[src/hw/rtl/button_debounce_hold_timer_core_assert.svh]
// Assertion macros used by the button debounce hold timer top level.
`ifndef BUTTON_DEBOUNCE_HOLD_TIMER_CORE_ASSERT_SVH
`define BUTTON_DEBOUNCE_HOLD_TIMER_CORE_ASSERT_SVH

// Check a consequence in the same cycle as its antecedent.
`define BDH_ASSERT_NOW(label, clk_sig, rst_n_sig, ante, cons) \
	label: assert property (@(posedge clk_sig) disable iff (!rst_n_sig) \
		(ante) |-> (cons)) else $error("bdh: same-cycle check failed");

// Check a consequence in the cycle after its antecedent.
`define BDH_ASSERT_NEXT(label, clk_sig, rst_n_sig, ante, cons) \
	label: assert property (@(posedge clk_sig) disable iff (!rst_n_sig) \
		(ante) |=> (cons)) else $error("bdh: next-cycle check failed");

`endif

[src/hw/rtl/bdh_pkg.sv]
// Types and constants of the button debounce hold timer.
package bdh_pkg;

	localparam int BUTTONS = 5;
	localparam int MASK_W  = 5;
	localparam int TIME_W  = 32;
	localparam int DEB_W   = 16;

	localparam logic [DEB_W-1:0]  DEBOUNCE_RESET = DEB_W'(20);
	localparam logic [MASK_W-1:0] BTN_MASK       = MASK_W'((1 << BUTTONS) - 1);

	typedef logic [MASK_W-1:0] mask_t;
	typedef logic [TIME_W-1:0] ms_t;
	typedef logic [DEB_W-1:0]  deb_t;

	typedef struct packed {
		mask_t raw_buttons;
		ms_t   now_ms;
	} poll_t;

	typedef struct packed {
		mask_t             raw_mask;
		mask_t             debounced_down;
		mask_t             press_edges;
		mask_t             release_edges;
		ms_t [MASK_W-1:0]  hold_time;
	} result_t;

endpackage

[src/hw/rtl/bdh_in_if.sv]
// Poll channel: raw button mask and millisecond timestamp.
interface bdh_in_if;
	import bdh_pkg::*;

	logic  valid;
	logic  ready;
	mask_t raw_buttons;
	ms_t   now_ms;

	modport source (output valid, output raw_buttons, output now_ms, input ready);
	modport sink   (input valid, input raw_buttons, input now_ms, output ready);
endinterface

[src/hw/rtl/bdh_out_if.sv]
// Result channel: raw and debounced masks, edges and hold times.
interface bdh_out_if;
	import bdh_pkg::*;

	logic  valid;
	logic  ready;
	mask_t raw_mask;
	mask_t debounced_down;
	mask_t press_edges;
	mask_t release_edges;
	ms_t   hold_time_0;
	ms_t   hold_time_1;
	ms_t   hold_time_2;
	ms_t   hold_time_3;
	ms_t   hold_time_4;

	modport source (
		output valid, output raw_mask, output debounced_down,
		output press_edges, output release_edges,
		output hold_time_0, output hold_time_1, output hold_time_2,
		output hold_time_3, output hold_time_4,
		input  ready
	);
	modport sink (
		input  valid, input raw_mask, input debounced_down,
		input  press_edges, input release_edges,
		input  hold_time_0, input hold_time_1, input hold_time_2,
		input  hold_time_3, input hold_time_4,
		output ready
	);
endinterface

[src/hw/rtl/bdh_cfg_if.sv]
// Configuration write channel carrying the debounce time.
interface bdh_cfg_if;
	import bdh_pkg::*;

	logic valid;
	logic ready;
	deb_t debounce_time;

	modport source (output valid, output debounce_time, input ready);
	modport sink   (input valid, input debounce_time, output ready);
endinterface

[src/hw/rtl/bdh_step.sv]
// Debounce state registers and the single-pass update of one poll.
module bdh_step (
	input  logic            clk,
	input  logic            arst_n,
	input  logic            advance,
	input  bdh_pkg::poll_t  poll_in,
	input  bdh_pkg::deb_t   debounce_time,
	output bdh_pkg::result_t result_out,
	output bdh_pkg::mask_t  stable_mask
);
	import bdh_pkg::*;

	mask_t last_raw_q;
	mask_t stable_q;
	ms_t   change_time_q;

	mask_t raw;
	logic  raw_chg;
	mask_t last_raw_d;
	ms_t   change_d;
	ms_t   elapsed;
	logic  settle;
	mask_t stable_d;
	mask_t pressed;
	mask_t released;
	ms_t [MASK_W-1:0] hold;

	always_comb begin
		raw        = poll_in.raw_buttons & BTN_MASK;
		raw_chg    = (raw != last_raw_q);
		last_raw_d = raw_chg ? raw : last_raw_q;
		change_d   = raw_chg ? poll_in.now_ms : change_time_q;
		elapsed    = poll_in.now_ms - change_d;
		settle     = (stable_q != last_raw_d) &&
			(elapsed >= {{(TIME_W-DEB_W){1'b0}}, debounce_time});
		stable_d   = settle ? last_raw_d : stable_q;
		pressed    = stable_d & ~stable_q & BTN_MASK;
		released   = stable_q & ~stable_d & BTN_MASK;
	end

	always_ff @(posedge clk or negedge arst_n) begin
		if (!arst_n) begin
			last_raw_q    <= '0;
			stable_q      <= '0;
			change_time_q <= '0;
		end else if (advance) begin
			last_raw_q    <= last_raw_d;
			stable_q      <= stable_d;
			change_time_q <= change_d;
		end
	end

	for (genvar i = 0; i < MASK_W; i++) begin : g_btn
		if (i < BUTTONS) begin : g_used
			ms_t press_time_q;
			ms_t press_time_d;

			always_comb begin
				press_time_d = press_time_q;
				if (pressed[i])
					press_time_d = poll_in.now_ms;
				if (released[i])
					press_time_d = '0;
			end

			assign hold[i] = stable_d[i] ? (poll_in.now_ms - press_time_d) : '0;

			always_ff @(posedge clk or negedge arst_n) begin
				if (!arst_n) begin
					press_time_q <= '0;
				end else if (advance) begin
					press_time_q <= press_time_d;
				end
			end
		end else begin : g_unused
			assign hold[i] = '0;
		end
	end

	assign result_out  = {last_raw_d, stable_d, pressed, released, hold};
	assign stable_mask = stable_q;

endmodule

[src/hw/rtl/button_debounce_hold_timer_core.sv]
// Top level of the button debounce hold timer: channels, stages and config.
//
// Usage:
//   poll   - one beat per poll: raw_buttons (5-bit pressed mask) and now_ms
//            (free-running 32-bit millisecond time).
//   result - one beat per poll: raw and debounced masks, press and release
//            edges against the previous debounced mask, and the hold time of
//            each debounced button (zero for buttons that are up).
//   cfg    - write debounce_time (ms); always ready. Write only while idle.
// Path: an accepted poll beat is registered in the input stage, passes
//   through the update logic and is held in the output register for result.
// Throughput: one poll per cycle while result is not held off; the debounce
//   state is read and written once per poll in a single pass of logic.
// Reset: the debounce state and hold timers clear to zero, debounce_time
//   returns to 20 ms and both stages empty.
// Stall: while result is held off the output register keeps its beat; the
//   input stage still takes one more poll if it is empty, then poll.ready
//   drops until the result beat is taken.
`include "button_debounce_hold_timer_core_assert.svh"

module button_debounce_hold_timer_core (
	input  logic       clk,
	input  logic       arst_n,
	bdh_in_if.sink     poll,
	bdh_out_if.source  result,
	bdh_cfg_if.sink    cfg
);
	import bdh_pkg::*;

	// input stage
	logic    v_s1;
	poll_t   poll_s1;
	// output stage
	logic    v_s2;
	result_t result_s2;

	deb_t    debounce_q;
	logic    take_s2;
	logic    adv_s1;
	result_t step_result;
	mask_t   stable_mask;

	// The output register frees up when empty or when its beat is taken.
	assign take_s2    = !v_s2 || result.ready;
	assign adv_s1     = v_s1 && take_s2;
	assign poll.ready = !v_s1 || take_s2;
	assign cfg.ready  = 1'b1;

	always_ff @(posedge clk or negedge arst_n) begin
		if (!arst_n) begin
			v_s1       <= 1'b0;
			v_s2       <= 1'b0;
			debounce_q <= DEBOUNCE_RESET;
		end else begin
			if (poll.ready)
				v_s1 <= poll.valid;
			if (take_s2)
				v_s2 <= v_s1;
			if (cfg.valid)
				debounce_q <= cfg.debounce_time;
		end
	end

	// Payload registers: capture on acceptance, hold otherwise.
	always_ff @(posedge clk) begin
		if (poll.valid && poll.ready) begin
			poll_s1.raw_buttons <= poll.raw_buttons;
			poll_s1.now_ms      <= poll.now_ms;
		end
		if (adv_s1)
			result_s2 <= step_result;
	end

	// Update the debounce state as the beat leaves the input stage.
	bdh_step u_step (
		.clk           (clk),
		.arst_n        (arst_n),
		.advance       (adv_s1),
		.poll_in       (poll_s1),
		.debounce_time (debounce_q),
		.result_out    (step_result),
		.stable_mask   (stable_mask)
	);

	assign result.valid          = v_s2;
	assign result.raw_mask       = result_s2.raw_mask;
	assign result.debounced_down = result_s2.debounced_down;
	assign result.press_edges    = result_s2.press_edges;
	assign result.release_edges  = result_s2.release_edges;
	assign result.hold_time_0    = result_s2.hold_time[0];
	assign result.hold_time_1    = result_s2.hold_time[1];
	assign result.hold_time_2    = result_s2.hold_time[2];
	assign result.hold_time_3    = result_s2.hold_time[3];
	assign result.hold_time_4    = result_s2.hold_time[4];

	// The beat on offer always carries the mask now held in the state.
	`BDH_ASSERT_NOW(a_stable_match, clk, arst_n, result.valid, result.debounced_down == stable_mask)
	// An accepted poll always lands in the input stage.
	`BDH_ASSERT_NEXT(a_poll_lands, clk, arst_n, poll.valid && poll.ready, v_s1)
	// A beat leaving the input stage is offered on the next cycle.
	`BDH_ASSERT_NEXT(a_result_follows, clk, arst_n, adv_s1, result.valid)

endmodule
[src/flat_wrapper.sv]
// flat-port wrapper written by rule: the top's interface ports become plain ports
module button_debounce_hold_timer_core_flat import bdh_pkg::*;
  (clk, arst_n, poll_valid, poll_raw_buttons, poll_now_ms, poll_ready, result_valid, result_raw_mask, result_debounced_down, result_press_edges, result_release_edges, result_hold_time_0, result_hold_time_1, result_hold_time_2, result_hold_time_3, result_hold_time_4, result_ready, cfg_valid, cfg_debounce_time, cfg_ready);
  bdh_in_if poll_i ();
  bdh_out_if result_i ();
  bdh_cfg_if cfg_i ();
  input  logic clk;
  input  logic arst_n;
  input wire logic [$bits(poll_i.valid)-1:0] poll_valid;
  input wire logic [$bits(poll_i.raw_buttons)-1:0] poll_raw_buttons;
  input wire logic [$bits(poll_i.now_ms)-1:0] poll_now_ms;
  output wire logic [$bits(poll_i.ready)-1:0] poll_ready;
  output wire logic [$bits(result_i.valid)-1:0] result_valid;
  output wire logic [$bits(result_i.raw_mask)-1:0] result_raw_mask;
  output wire logic [$bits(result_i.debounced_down)-1:0] result_debounced_down;
  output wire logic [$bits(result_i.press_edges)-1:0] result_press_edges;
  output wire logic [$bits(result_i.release_edges)-1:0] result_release_edges;
  output wire logic [$bits(result_i.hold_time_0)-1:0] result_hold_time_0;
  output wire logic [$bits(result_i.hold_time_1)-1:0] result_hold_time_1;
  output wire logic [$bits(result_i.hold_time_2)-1:0] result_hold_time_2;
  output wire logic [$bits(result_i.hold_time_3)-1:0] result_hold_time_3;
  output wire logic [$bits(result_i.hold_time_4)-1:0] result_hold_time_4;
  input wire logic [$bits(result_i.ready)-1:0] result_ready;
  input wire logic [$bits(cfg_i.valid)-1:0] cfg_valid;
  input wire logic [$bits(cfg_i.debounce_time)-1:0] cfg_debounce_time;
  output wire logic [$bits(cfg_i.ready)-1:0] cfg_ready;
  assign poll_i.valid = poll_valid;
  assign poll_i.raw_buttons = poll_raw_buttons;
  assign poll_i.now_ms = poll_now_ms;
  assign poll_ready = poll_i.ready;
  assign result_valid = result_i.valid;
  assign result_raw_mask = result_i.raw_mask;
  assign result_debounced_down = result_i.debounced_down;
  assign result_press_edges = result_i.press_edges;
  assign result_release_edges = result_i.release_edges;
  assign result_hold_time_0 = result_i.hold_time_0;
  assign result_hold_time_1 = result_i.hold_time_1;
  assign result_hold_time_2 = result_i.hold_time_2;
  assign result_hold_time_3 = result_i.hold_time_3;
  assign result_hold_time_4 = result_i.hold_time_4;
  assign result_i.ready = result_ready;
  assign cfg_i.valid = cfg_valid;
  assign cfg_i.debounce_time = cfg_debounce_time;
  assign cfg_ready = cfg_i.ready;
  button_debounce_hold_timer_core u_core (.clk(clk), .arst_n(arst_n), .poll(poll_i), .result(result_i), .cfg(cfg_i));
endmodule
[config.mk]
export PLATFORM = sky130hd
export DESIGN_NAME = button_debounce_hold_timer_core_flat
export DESIGN_NICKNAME = d
export VERILOG_FILES = /design/src/hw/rtl/bdh_pkg.sv /design/src/hw/rtl/bdh_in_if.sv /design/src/hw/rtl/bdh_out_if.sv /design/src/hw/rtl/bdh_cfg_if.sv /design/src/hw/rtl/bdh_step.sv /design/src/hw/rtl/button_debounce_hold_timer_core.sv /design/src/flat_wrapper.sv
export VERILOG_INCLUDE_DIRS = /design/src /design/src/hw/rtl
export SDC_FILE = /design/constraint.sdc
export NUM_CORES = 1
export LEC_CHECK = 0
export ABC_AREA = 1
export BUFFER_PORTS_ARGS = -buffer_cell sky130_fd_sc_hd__clkbuf_2
export CAP_MARGIN = 20
export CORE_MARGIN = 2
export CORE_UTILIZATION = 30
export DETAILED_ROUTE_END_ITERATION = 16
export PLACE_DENSITY = 0.54
export RECOVER_POWER = 25
export SKIP_CTS_REPAIR_TIMING = 1
export SLEW_MARGIN = 30
export SYNTH_ARGS = -nofsm -noshare
export SYNTH_HDL_FRONTEND = slang
export SYNTH_SLANG_ARGS = --single-unit
[constraint.sdc]
create_clock -name clk -period 8.9 [get_ports clk]
set_input_delay 0.89 -clock clk [delete_from_list [all_inputs] [get_ports clk]]
set_output_delay 0.89 -clock clk [all_outputs]
set_load 0.05 [all_outputs]
==> results.sh <==
export IMPL_run_status="complete, but fails checks"
export IMPL_failing_checks="max-capacitance violations, max-slew violations"
export IMPL_worst_margin_slew_ns=5.92
export IMPL_design_portCount=241
export IMPL_report_final_hold_viol_count=0
export IMPL_synth_edf_count=217
export IMPL_pin_count_of_the_biggest_net_entering_global_routing=242
export IMPL_drive_gt1_frac=0.149
export IMPL_design_final_nets=4061
export IMPL_synth_fp_nets=3763
export IMPL_critical_path_endpoint="u_core.result.hold_time_3[26]"
export IMPL_clockBufferDepth=3
export IMPL_die_area_sq_um=96100
export IMPL_timing_setup_tns_ns=0
export IMPL_capturing_point_of_the_worst_reg2reg_path="u_core.result.hold_time_3[26]"
export IMPL_grt_pass1_wl_um=150000
export IMPL_yosysTopAreaCell="sky130_fd_sc_hd__edfxtp_1"
export IMPL_finalWirelength_um=102000
export IMPL_detail_route_antenna_nets=0
export IMPL_placed_area_sq_um=31100
export IMPL_arr_time_crit_path_ns=8.45
export IMPL_setup_violations_final=0
export IMPL_critical_path_peak_fanout=9
export IMPL_initialDrtViolationCount=2306
export IMPL_drt_wirelength_per_cell_um=20.0
export IMPL_synth_largest_type_area_fraction=0.232
export IMPL_routabilityCongestion=0.920
export IMPL_ys_seq_elements=437
export IMPL_post_synth_cell_area_avg_sq_um=8.02
export IMPL_final_critical_path_required_period_ns=8.09
export IMPL_startpoint="u_core.poll_s1[34]"
export IMPL_synth_sequential_area_ratio=0.428
export IMPL_portBuffers=239
export IMPL_antenna_found_initial=5
export IMPL_irDropWorstVdd_v=0.000171
export IMPL_critical_path_depth=48
export IMPL_cp_data_required_time_ns=9.26
export IMPL_tritoncts_clock_tree="built"
export IMPL_number_of_warnings_reported_in_the_yosys_synthesis_log=0
export IMPL_r2r_worst_path_cells=48
export IMPL_relSlewSlack=-2.95
export IMPL_netlist_cell_type_count=57
export IMPL_final_min_period_over_clock_period=0.909
export IMPL_drt_drc=0
export IMPL_cts_htree_levels=2
export IMPL_viasPerCell=4.98
export IMPL_insertedDiodeCount=0
export IMPL_drt_pass1_iterations=6
export IMPL_via_count_of_the_first_global_routing_pass=23639
export IMPL_synthTopCellsByArea="sky130_fd_sc_hd__edfxtp_1 23%, sky130_fd_sc_hd__dfrtp_1 19%, sky130_fd_sc_hd__nand2_1 13%"
export IMPL_design_area_sq_um=33000
export IMPL_setup_worst_path_class="reg -> reg"
export IMPL_power_leakage_nw=15.0
export IMPL_dr_total_vias=25367
export IMPL_max_cap_violations=3
export IMPL_height_of_the_die_um=310
export IMPL_cp_common_cell="sky130_fd_sc_hd__nand2_1"
export IMPL_grt_remaining_overflow=0
export IMPL_critical_path_slowest_cell="sky130_fd_sc_hd__edfxtp_1"
export IMPL_cp_start_kind="flop"
export IMPL_cts_root_buffer_cell="sky130_fd_sc_hd__clkbuf_16"
export IMPL_core_area_sq_um=93000
export IMPL_yosys_top_cells_count="982 x sky130_fd_sc_hd__nand2_1, 282 x sky130_fd_sc_hd__inv_1, 262 x sky130_fd_sc_hd__a21oi_1, 255 x sky130_fd_sc_hd__o21ai_1, 247 x sky130_fd_sc_hd__o21ai_0"
export IMPL_critical_path_endpoint_type="flop"
export IMPL_start_util=0.302
export IMPL_synth_cells=3500
export IMPL_placed_cells_incl_taps=4982
export IMPL_fin_cells=5096
export IMPL_fin_skew_ns=0.0193
export IMPL_hold_path_class="in -> reg"
export IMPL_finalMaxSlewViolations=196
export IMPL_ff2ff_setup_slack_ns=0.81
export IMPL_async_reset_ff_frac=0.503
export IMPL_rows=112
export IMPL_layout_core_utilization=0.355
export IMPL_synth_cell_area_sq_um=28100
export IMPL_critical_path_max_stage_delay_ns=0.45
export IMPL_yosysMostFrequentCell="sky130_fd_sc_hd__nand2_1"
export IMPL_regToRegStartpoint="u_core.poll_s1[34]"
export IMPL_max_clock_freq_ghz=0.124
export IMPL_clock_insertion_delay_worst_skew_ns=0.63
export IMPL_die_width_um=310
export IMPL_place_detailed_hpwl_um=74800
export IMPL_tritoncts_num_buffers=52
export IMPL_grt_util_all_layers=0.208
export IMPL_powerDensity_nw_per_um2=337
export IMPL_critical_path_buf_inv_count=5
export IMPL_cts_sinks=437
export IMPL_synth_top_flop_cell="sky130_fd_sc_hd__dfrtp_1"
export IMPL_cp_top_family="compound AO/OA/AOI/OAI gates"
export IMPL_layout_area_overhead_vs_synth_pct=17.7
export IMPL_cts_clk_slew_worst_paths_ns=0.06
[layer usage]
metal,part of all wire,track usage,vias up
met5,0,0,-
met2,0.45,0.335,780
met3,0.061,0.0262,149
li1,-,-,12453
met1,0.45,0.292,11985
met4,0.032,0.0630,0
[cells by family (layout without fill, tap and decap cells)]
| kind of cell | Yosys count | count (layout) | synth area share |
|---|---|---|---|
| AND/OR/NAND/NOR | 1471 | 1471 | 0.218 |
| other | 1 | 1 | 0.000134 |
| adder cells (fa/ha/maj) | 205 | 205 | 0.0929 |
| multiplexers | 1 | 1 | 0.000401 |
| buffers and inverters | 417 | 759 | 0.0634 |
| flip-flops | 437 | 437 | 0.428 |
| AO/OA/AOI/OAI | 869 | 869 | 0.166 |
| XOR/XNOR | 99 | 99 | 0.0309 |
[per-stage QoR]
stage | hold WS [ns] | power, mW | worst slack [ns]
final | 0.441 | 11.1 | 0.810
after global routing | 0.416 | 11.9 | -0.0125
after CTS | 0.329 | 11.1 | 0.116
after detailed placement | 0.466 | 8.79 | 0.164
after global placement | 0.463 | 8.79 | 0.277
after floorplan | 0.448 | 7.31 | 1.11
[final cells by class]
| cell class | count | area (sq um) |
|---|---|---|
| Inverter | 295 | 1120 |
| Timing Repair Buffer | 365 | 2190 |
| Clock buffer | 57 | 1350 |
| Sequential cell | 437 | 12000 |
| Fill cell | 9793 | 60000 |
| Timing Repair inverter | 1 | 7.51 |
| Clock inverter | 41 | 399 |
| Tap cell | 1254 | 1570 |
| Multi-Input combinational cell | 2646 | 14400 |
[where the power goes]
part           internal [mW]  leakage [nW]  switching, mW
sequential              2.89          4.97          0.295
clock                   1.28         0.845          0.953
combinational           1.77          9.20           3.94
[cell usage in the layout (no fill, tap or decap), types with 11 or more instances in the layout]
cell type / synthesis / layout
sky130_fd_sc_hd__nor2_1: 242 / 240
sky130_fd_sc_hd__o21ai_2: 14 / 21
sky130_fd_sc_hd__clkbuf_16: 0 / 53
sky130_fd_sc_hd__edfxtp_1: 217 / 217
sky130_fd_sc_hd__dfrtp_1: 218 / 218
sky130_fd_sc_hd__nand2_1: 982 / 982
sky130_fd_sc_hd__nor3_1: 33 / 33
sky130_fd_sc_hd__inv_1: 282 / 279
sky130_fd_sc_hd__buf_4: 11 / 113
sky130_fd_sc_hd__nand4_1: 26 / 26
sky130_fd_sc_hd__clkinv_2: 0 / 12
sky130_fd_sc_hd__a31oi_1: 15 / 14
sky130_fd_sc_hd__ha_1: 199 / 199
sky130_fd_sc_hd__xnor2_1: 39 / 39
sky130_fd_sc_hd__o21ai_0: 247 / 215
sky130_fd_sc_hd__nand3_1: 87 / 83
sky130_fd_sc_hd__clkbuf_2: 0 / 224
sky130_fd_sc_hd__a21oi_1: 262 / 255
sky130_fd_sc_hd__o21ai_1: 255 / 280
sky130_fd_sc_hd__or2_2: 33 / 33
sky130_fd_sc_hd__inv_2: 11 / 11
sky130_fd_sc_hd__clkbuf_1: 61 / 21
sky130_fd_sc_hd__nand2_2: 20 / 20
sky130_fd_sc_hd__xor2_1: 60 / 60
sky130_fd_sc_hd__o221ai_1: 13 / 13
[how the worst min path moves through the flow]
| stage | depth (start not counted) | to | startpoint | slack, ns |
|---|---|---|---|---|
| 6_report | 1 | u_core.poll_s1[19] | poll_now_ms[19] | 0.44 |
| 5_1_grt | 1 | u_core.poll_s1[19] | poll_now_ms[19] | 0.42 |
| 4_1_cts | 1 | u_core.u_step.change_time_q[13] | arst_n | 0.33 |
| 3_5_place_dp | 2 | u_core.u_step.g_btn[3].g_used.press_time_q[1] | u_core.u_step.g_btn[3].g_used.press_time_q[1] | 0.47 |
| 3_3_place_gp | 2 | u_core.u_step.change_time_q[20] | u_core.u_step.change_time_q[20] | 0.46 |
| 2_1_floorplan | 2 | u_core.u_step.change_time_q[12] | u_core.u_step.change_time_q[12] | 0.45 |
[flip-flops by register name (all words and copies together) (netlist names)]
name / count
u_core.poll_s1: 37
u_core.result.raw_mask: 5
u_core.result.hold_time_2: 32
u_core.debounce_q: 16
u_core.v_s1: 1
u_core.u_step.change_time_q: 32
u_core.result.press_edges: 5
u_core.result.hold_time_3: 32
u_core.result.debounced_down: 5
u_core.u_step.stable_mask: 5
u_core.result.hold_time_1: 32
u_core.result.valid: 1
u_core.result.hold_time_4: 32
u_core.result.release_edges: 5
u_core.u_step.g_btn.g_used.press_time_q: 160
u_core.u_step.last_raw_q: 5
u_core.result.hold_time_0: 32
No activity file was read; power rests on OpenSTA's default activity.
